## src/hw/rtl/oale_pkg.sv

```systemverilog
// shared types, codes and sizes for the ordered array list engine
`default_nettype none
package oale_pkg;

  localparam int LIST_DEPTH = 32;
  localparam int CNT_W      = $clog2(LIST_DEPTH + 1);

  localparam int OPCODE_W   = 2;
  localparam int POSITION_W = 6;
  localparam int VALUE_W    = 32;
  localparam int STATUS_W   = 3;
  localparam int FOUND_W    = 5;
  localparam int COUNT_W    = 6;

  localparam logic [OPCODE_W-1:0] OP_INSERT = 2'd0;
  localparam logic [OPCODE_W-1:0] OP_DELETE = 2'd1;
  localparam logic [OPCODE_W-1:0] OP_FIND   = 2'd2;

  typedef enum logic [STATUS_W-1:0] {
    ST_OK           = 3'd0,
    ST_EMPTY        = 3'd1,
    ST_BAD_POSITION = 3'd2,
    ST_FULL         = 3'd3,
    ST_NOT_FOUND    = 3'd4
  } status_t;

  typedef struct packed {
    logic [OPCODE_W-1:0]       opcode;
    logic [POSITION_W-1:0]     position;
    logic signed [VALUE_W-1:0] value;
  } req_t;

  typedef struct packed {
    logic [STATUS_W-1:0] status;
    logic [FOUND_W-1:0]  found_position;
    logic [COUNT_W-1:0]  element_count;
  } rsp_t;

  typedef enum logic [1:0] {
    CELL_HOLD,
    CELL_LEFT,
    CELL_RIGHT,
    CELL_LOAD
  } cell_op_t;

  typedef struct packed {
    cell_op_t op;
    logic     occupied;
  } cell_ctrl_t;

  typedef enum logic [1:0] {
    S_IDLE,
    S_EXEC,
    S_ENC
  } state_t;

endpackage
`default_nettype wire

```

## src/hw/rtl/oale_cell.sv

```systemverilog
// one list cell: holds a word, shifts with its neighbours, compares against the key
`default_nettype none
module oale_cell (
  input  wire logic                               clk,
  input  wire oale_pkg::cell_ctrl_t               ctrl,
  input  wire logic signed [oale_pkg::VALUE_W-1:0] left_word,
  input  wire logic signed [oale_pkg::VALUE_W-1:0] right_word,
  input  wire logic signed [oale_pkg::VALUE_W-1:0] key,
  output logic signed [oale_pkg::VALUE_W-1:0]      word,
  output logic                                     match
);

  always_ff @(posedge clk) begin
    case (ctrl.op)
      oale_pkg::CELL_HOLD:  word <= word;
      oale_pkg::CELL_LEFT:  word <= left_word;
      oale_pkg::CELL_RIGHT: word <= right_word;
      oale_pkg::CELL_LOAD:  word <= key;
      default:              word <= word;
    endcase
  end

  // compare uses the contents before this cycle's shift
  always_ff @(posedge clk) begin
    match <= ctrl.occupied && (word == key);
  end

endmodule
`default_nettype wire

```

## src/hw/rtl/ordered_array_list_engine.sv

```systemverilog
// top level: request decode, cell chain control, match encoder and result register
//
//   channel | signals                    | moves
//   req     | req_valid, req_ready, req  | opcode, position, value
//   rsp     | rsp_valid, rsp_ready, rsp  | status, found_position, element_count
//
// each request passes through accept, shift and compare in the cell chain,
// then lowest-match encode into the result register.
// a new request is accepted once the previous result sits in the result register.
// rsp_ready low holds the encode stage until the result register frees up.
// rst clears the element count, the control state and the result valid; cell
// contents are left as they are and only occupied cells are ever compared.
`default_nettype none
module ordered_array_list_engine (
  input  wire logic           clk,
  input  wire logic           rst,
  input  wire logic           req_valid,
  output logic                req_ready,
  input  wire oale_pkg::req_t req,
  output logic                rsp_valid,
  input  wire logic           rsp_ready,
  output oale_pkg::rsp_t      rsp
);

  localparam int D = oale_pkg::LIST_DEPTH;

  oale_pkg::state_t            state, state_next;
  oale_pkg::req_t              cmd;
  logic [oale_pkg::CNT_W-1:0]  count, count_next;
  oale_pkg::status_t           st, st_next;

  logic exec_en;
  logic load_out;

  oale_pkg::cell_ctrl_t                 ctrl  [D];
  logic signed [oale_pkg::VALUE_W-1:0]  words [D];
  logic [D-1:0]                         hits;

  logic ins_ok, del_ok;
  int   pos_i, cnt_i;

  // request and operation checks
  always_comb begin
    pos_i      = int'(cmd.position);
    cnt_i      = int'(count);
    ins_ok     = 1'b0;
    del_ok     = 1'b0;
    st_next    = oale_pkg::ST_OK;
    count_next = count;
    case (cmd.opcode)
      oale_pkg::OP_INSERT: begin
        if (pos_i > cnt_i) begin
          st_next = oale_pkg::ST_BAD_POSITION;
        end else if (cnt_i >= D) begin
          st_next = oale_pkg::ST_FULL;
        end else begin
          ins_ok     = 1'b1;
          count_next = count + 1'b1;
        end
      end
      oale_pkg::OP_DELETE: begin
        if (cnt_i == 0) begin
          st_next = oale_pkg::ST_EMPTY;
        end else if (pos_i >= cnt_i) begin
          st_next = oale_pkg::ST_BAD_POSITION;
        end else begin
          del_ok     = 1'b1;
          count_next = count - 1'b1;
        end
      end
      oale_pkg::OP_FIND: begin
        if (cnt_i == 0) begin
          st_next = oale_pkg::ST_EMPTY;
        end
      end
      default: st_next = oale_pkg::ST_OK;
    endcase
  end

  // cell chain
  for (genvar i = 0; i < D; i++) begin : g_cell
    logic signed [oale_pkg::VALUE_W-1:0] lw, rw;

    always_comb begin
      ctrl[i].occupied = (i < cnt_i);
      ctrl[i].op       = oale_pkg::CELL_HOLD;
      if (exec_en && ins_ok) begin
        if (i > pos_i) begin
          ctrl[i].op = oale_pkg::CELL_LEFT;
        end else if (i == pos_i) begin
          ctrl[i].op = oale_pkg::CELL_LOAD;
        end
      end else if (exec_en && del_ok) begin
        if (i >= pos_i) begin
          ctrl[i].op = oale_pkg::CELL_RIGHT;
        end
      end
    end

    if (i == 0) begin : g_first
      assign lw = '0;
    end else begin : g_mid_l
      assign lw = words[i-1];
    end
    if (i == D - 1) begin : g_last
      assign rw = '0;
    end else begin : g_mid_r
      assign rw = words[i+1];
    end

    oale_cell u_cell (
      .clk        (clk),
      .ctrl       (ctrl[i]),
      .left_word  (lw),
      .right_word (rw),
      .key        (cmd.value),
      .word       (words[i]),
      .match      (hits[i])
    );
  end

  // lowest matching cell
  logic [oale_pkg::FOUND_W-1:0] hit_pos;
  always_comb begin
    hit_pos = '0;
    for (int i = D - 1; i >= 0; i--) begin
      if (hits[i]) begin
        hit_pos = oale_pkg::FOUND_W'(i);
      end
    end
  end

  logic find_ok;
  assign find_ok = (cmd.opcode == oale_pkg::OP_FIND) && (st == oale_pkg::ST_OK);

  // next state
  always_comb begin
    state_next = state;
    case (state)
      oale_pkg::S_IDLE: if (req_valid) state_next = oale_pkg::S_EXEC;
      oale_pkg::S_EXEC: state_next = oale_pkg::S_ENC;
      oale_pkg::S_ENC:  if (!rsp_valid || rsp_ready) state_next = oale_pkg::S_IDLE;
      default:          state_next = oale_pkg::S_IDLE;
    endcase
  end

  // fsm outputs
  always_comb begin
    req_ready = 1'b0;
    exec_en   = 1'b0;
    load_out  = 1'b0;
    case (state)
      oale_pkg::S_IDLE: req_ready = 1'b1;
      oale_pkg::S_EXEC: exec_en   = 1'b1;
      oale_pkg::S_ENC:  load_out  = !rsp_valid || rsp_ready;
      default: begin
        req_ready = 1'b0;
      end
    endcase
  end

  always_ff @(posedge clk) begin
    if (rst) begin
      state <= oale_pkg::S_IDLE;
      count <= '0;
    end else begin
      state <= state_next;
      if (exec_en) begin
        count <= count_next;
      end
    end
  end

  always_ff @(posedge clk) begin
    if (req_valid && req_ready) begin
      cmd <= req;
    end
    if (exec_en) begin
      st <= st_next;
    end
  end

  // result register
  always_ff @(posedge clk) begin
    if (rst) begin
      rsp_valid <= 1'b0;
    end else if (load_out) begin
      rsp_valid <= 1'b1;
    end else if (rsp_ready) begin
      rsp_valid <= 1'b0;
    end
  end

  always_ff @(posedge clk) begin
    if (load_out) begin
      rsp.status         <= (find_ok && !(|hits)) ? oale_pkg::ST_NOT_FOUND : st;
      rsp.found_position <= (find_ok && (|hits)) ? hit_pos : '0;
      rsp.element_count  <= oale_pkg::COUNT_W'(count);
    end
  end

  a_count_bound: assert property (@(posedge clk) disable iff (rst)
    int'(count) <= D)
    else $error("element count beyond list depth");

  a_accept_exec: assert property (@(posedge clk) disable iff (rst)
    req_valid && req_ready |=> state == oale_pkg::S_EXEC)
    else $error("accepted request did not enter execute");

  a_count_only_exec: assert property (@(posedge clk) disable iff (rst)
    state != oale_pkg::S_EXEC |=> count == $past(count))
    else $error("element count changed outside execute");

  a_found_ok: assert property (@(posedge clk) disable iff (rst)
    rsp_valid && rsp.found_position != '0 |-> rsp.status == oale_pkg::ST_OK)
    else $error("found position reported on a failed request");

endmodule
`default_nettype wire

```

## config.mk

```make
export PLATFORM = sky130hd
export DESIGN_NAME = ordered_array_list_engine
export DESIGN_NICKNAME = d
export VERILOG_FILES = /design/src/hw/rtl/oale_pkg.sv /design/src/hw/rtl/oale_cell.sv /design/src/hw/rtl/ordered_array_list_engine.sv
export SDC_FILE = /design/constraint.sdc
export NUM_CORES = 2
export LEC_CHECK = 0
export BUFFER_PORTS_ARGS = -buffer_cell sky130_fd_sc_hd__buf_2
export CAP_MARGIN = 40
export CORE_MARGIN = 2
export CORE_UTILIZATION = 40
export DETAILED_ROUTE_END_ITERATION = 6
export HOLD_SLACK_MARGIN = 0.03
export PLACE_DENSITY_LB_ADDON = 0.2
export SETUP_SLACK_MARGIN = 0.1
export SLEW_MARGIN = 25
export SYNTH_ARGS = -nofsm -noshare
export SYNTH_HDL_FRONTEND = slang
export SYNTH_SLANG_ARGS = --single-unit
export TNS_END_PERCENT = 1
```

## constraint.sdc

```tcl
create_clock -name clk -period 5.15 [get_ports clk]
set_input_delay 1.545 -clock clk [delete_from_list [all_inputs] [get_ports clk]]
set_output_delay 1.545 -clock clk [all_outputs]
set_load 0.1 [all_outputs]
```

==> results.json <==
{
  "worstPathRequired_ns": 5.57,
  "drive_gt1_share_pct": 10.72,
  "powerDensity_nw_per_um2": 286.0,
  "die_area_um2": 167400,
  "cts.sinks": 1121,
  "post-route-period-util_pct": 80.95,
  "slew_viol_final": 0,
  "grt_max_degree": 65,
  "start_util_pct": 40.29,
  "status": "finished with violations",
  "cts_resized": 0,
  "cp_slowest_stage_delay_ns": 0.94,
  "first_pass_iters": 7,
  "cp-start-kind": "register",
  "netlist_area_um2": 65650,
  "rows": 148,
  "yosysWarnings": 0,
  "criticalPathCategory": "register to register",
  "cts_max_level": 4,
  "gp_congestion": 0.9300,
  "drt-met1-wl_um": 108200,
  "ir_worst_vdd_v": 0.0003572,
  "dp.cells": 7698,
  "crit_arrival_ns": 4.59,
  "num-fill-cells": 15370,
  "synth-edff-count": 1080,
  "leakagePower_nw": 27.95,
  "cts_tree": "built",
  "setup_viol": 0,
  "layout_min_cycle_time_ns": 4.169,
  "avgViaCountPerCell": 6.509,
  "p_switching_w": 0.005222,
  "hpwlAfterDp_um": 178100,
  "ios": 60,
  "clk_latency_ns": 0.79,
  "grt_pass1_vias": 49570,
  "drt_wl_total_um": 252600,
  "timing.rr.end": "g_cell[29].u_cell.word[14]",
  "pwr-share-comb_pct": 6.8,
  "avgSynthCellArea_um2": 11.34,
  "fmax_mhz": 239.9,
  "crit_path_end_kind": "register",
  "drtIter0Drc": 8347,
  "synthesis.nets": 5844,
  "hold-worst-slack_ns": 0.5174,
  "gr-total-overflow": 0,
  "grt_use_total_pct": 29.36,
  "critical_path.slowest_cell": "or4_2",
  "yosysSeqAreaShare_pct": 50.65,
  "antenna_found_initial": 6,
  "vias": 51750,
  "postRouteAntennaNets": 0,
  "postSynth.asyncResetShare_pct": 0,
  "worstPathCellList": "ha_1 -> a211o_1 -> o2111a_1 -> or4_2 -> buf_4 -> nor3_4 -> nor2_2 -> buf_4 -> o21ai_2 -> buf_4",
  "reg2reg_slack_ns": 0.98,
  "wl_per_cell_um": 31.78,
  "relSlewSlack_pct": 38.77,
  "crit_start": "cmd[35]",
  "core-area_um2": 163000,
  "layout.cells.non_filler": 7950,
  "routed.top_layer": "met5",
  "p_int_w": 0.01581,
  "synth_flop_cell": "edfxtp_1",
  "r2r_start": "cmd[35]",
  "postCtsSetupBuffers": 0,
  "die_w_um": 409.1,
  "met3_length_um": 24710,
  "cp_common_cell": "buf_4",
  "worst_pin_slew_ns": 0.9101,
  "holdPathStages": 2,
  "hp-class": "register to register",
  "fin_nets": 5718,
  "ys_ff_latch": 1121,
  "cp_top_family": "simple AND/OR/NAND/NOR gates",
  "rr_worst_depth": 10,
  "yosysUniqueCellTypes": 67,
  "hold_start": "rsp_valid",
  "switching_share_pct": 24.82,
  "route.detailed.drc": 1,
  "area_delta_synth_final_pct": 12.03,
  "finalHoldViolations": 0,
  "die_y_um": 409.1,
  "cts_made_buffers": 135,
  "portBuffers": 59,
  "seq_power_share_pct": 47.5,
  "clock_skew_ns": 0.02622,
  "path_buf_inv": 3,
  "synthCells": 5791,
  "rsz0062_at_grt": "false",
  "clock_path_buffers": 3,
  "drv_cap": 0,
  "cts_hold_buf": 0,
  "holdPathEnd": "rsp_valid",
  "violations": "design-rule violations",
  "root_buffer": "clkbuf_16",
  "wl_met2_um": 109200,
  "final_util_pct": 45.13,
  "power_frac_clock_pct": 45.6,
  "cts.clk_slew.worst_paths_ns": 0.06,
  "path_max_fanout": 33,
  "grt_pass1_wl_um": 365000
}
## worst reg2reg max path, stage by stage, from the launching register on
cell	delay, ns
edfxtp_1	0.59
ha_1	0.33
a211o_1	0.30
o2111a_1	0.21
or4_2	0.95
buf_4	0.34
nor3_4	0.23
nor2_2	0.06
buf_4	0.26
o21ai_2	0.10
buf_4	0.42
## flip-flops by register name, summed over array words and instances (netlist names)
signal               flops
cmd                     40
g_cell.u_cell.match     32
rsp                     14
state                    2
count                    6
st                       2
rsp_valid                1
g_cell.u_cell.word    1024
## metal layers
layer  GRT usage (%)  vias up
li1                -    21890
met5               0        -
met2           43.15     3132
met1           42.99    26260
met4           11.47        4
met3           4.826      469
## stage by stage
stage	power (W)	worst slack, ns	area [µm²]	TNS (ns)
floorplan	0.01098	-0.4195	65650	-58.01
global placement	0.01157	1.070	69020	0
detailed placement	0.01158	0.9902	69190	0
CTS	0.02107	0.9876	73480	0
global route	0.02148	0.7348	73540	0
finish	0.02104	0.9811	73550	0
## cell usage after synthesis (3+ instances only)
master	n	share of area (%)
a2111oi_0	6	0.080
a211oi_1	6	0.069
a21o_1	578	6.6
a21oi_1	91	0.69
a21oi_2	3	0.040
a221o_1	160	2.4
a221oi_1	3	0.040
a222oi_1	32	0.49
a22o_1	608	8.1
a2bb2oi_1	128	1.7
and2_1	37	0.35
and3_1	129	1.2
buf_1	59	0.34
buf_2	94	0.72
buf_6	4	0.069
clkbuf_1	427	2.4
dfxtp_1	41	1.3
edfxtp_1	1080	49
ha_1	9	0.17
inv_1	51	0.29
nand2_1	299	1.7
nand2b_1	12	0.11
nand3_1	82	0.63
nand4_1	116	1.1
nor2_1	143	0.82
nor2_2	11	0.10
nor2b_1	8	0.076
nor3_1	43	0.33
nor4_1	197	1.9
nor4_2	15	0.29
o2111ai_1	10	0.13
o21ai_0	216	1.6
o311ai_0	3	0.040
o31ai_1	7	0.080
or2_2	4	0.038
or3_1	10	0.095
or4_1	9	0.10
xnor2_1	370	4.9
xor2_1	655	8.7
## layout make-up
cell class	count	area, µm²	area share [%]
inverter	51	191.4	0.2603
clock inverter	60	633.1	0.8608
tap	2175	2721	3.700
clock buffer	186	3661	4.978
multi-input combinational	4033	30320	41.22
sequential	1121	33250	45.21
timing repair buffer	323	2765	3.760
antenna	1	2.502	0.003403
## kinds of logic (layout without fill, tap and decap cells)
family,after synthesis,count (layout),synth area share [%]
AOI/OAI and AO/OA,1877,1877,22.61
adders and majority gates,9,9,0.1715
buffers and inverters,637,620,3.875
other,0,1,0
xor gates and xnor gates,1025,1025,13.67
and+or+nand+nor,1122,1122,9.022
DFF,1121,1121,50.65
## power by group through the flow
stage / registers [W] / logic (W) / clock network (W)
2_1_floorplan: 0.0101 / 0.000833 / 0
3_3_place_gp: 0.0102 / 0.00138 / 0
3_5_place_dp: 0.0102 / 0.00139 / 0
4_1_cts: 0.0100 / 0.00140 / 0.00968
5_1_grt: 0.0100 / 0.00149 / 0.0100
6_report: 0.0100 / 0.00144 / 0.00960
## how the worst max path moves through the flow
stage          slack, ns  cells past startpoint                         end
4_1_cts             0.99                      8   g_cell[5].u_cell.word[18]
3_5_place_dp        0.99                      8   g_cell[5].u_cell.word[18]
2_1_floorplan      -0.42                     10    g_cell[4].u_cell.word[0]
6_report            0.98                     10  g_cell[29].u_cell.word[14]
3_3_place_gp        1.07                     10  g_cell[29].u_cell.word[31]
5_1_grt             0.73                     11   g_cell[20].u_cell.word[9]
## placed cells by master (no fill, tap or decap), types with 8 or more instances in the layout
cell | netlist | final
edfxtp_1 | 1080 | 1080
xor2_1 | 655 | 655
a22o_1 | 608 | 608
a21o_1 | 578 | 578
xnor2_1 | 370 | 370
nand2_1 | 299 | 299
o21ai_0 | 216 | 213
buf_4 | 1 | 210
nor4_1 | 197 | 191
a221o_1 | 160 | 160
clkbuf_16 | 0 | 136
and3_1 | 129 | 129
a2bb2oi_1 | 128 | 128
nand4_1 | 116 | 116
nor2_1 | 143 | 105
a21oi_1 | 91 | 88
nand3_1 | 82 | 82
buf_2 | 94 | 62
inv_1 | 51 | 51
nor2_2 | 11 | 46
clkbuf_1 | 427 | 43
dfxtp_1 | 41 | 41
and2_1 | 37 | 36
nor3_1 | 43 | 35
buf_12 | 0 | 35
a222oi_1 | 32 | 32
clkinv_1 | 0 | 22
nor4_4 | 2 | 16
clkinv_2 | 0 | 15
nand2b_1 | 12 | 12
o2111ai_1 | 10 | 10
or3_1 | 10 | 10
ha_1 | 9 | 9
bufinv_16 | 0 | 9
nor3_2 | 1 | 8
Power figures use the tool's default switching activity.
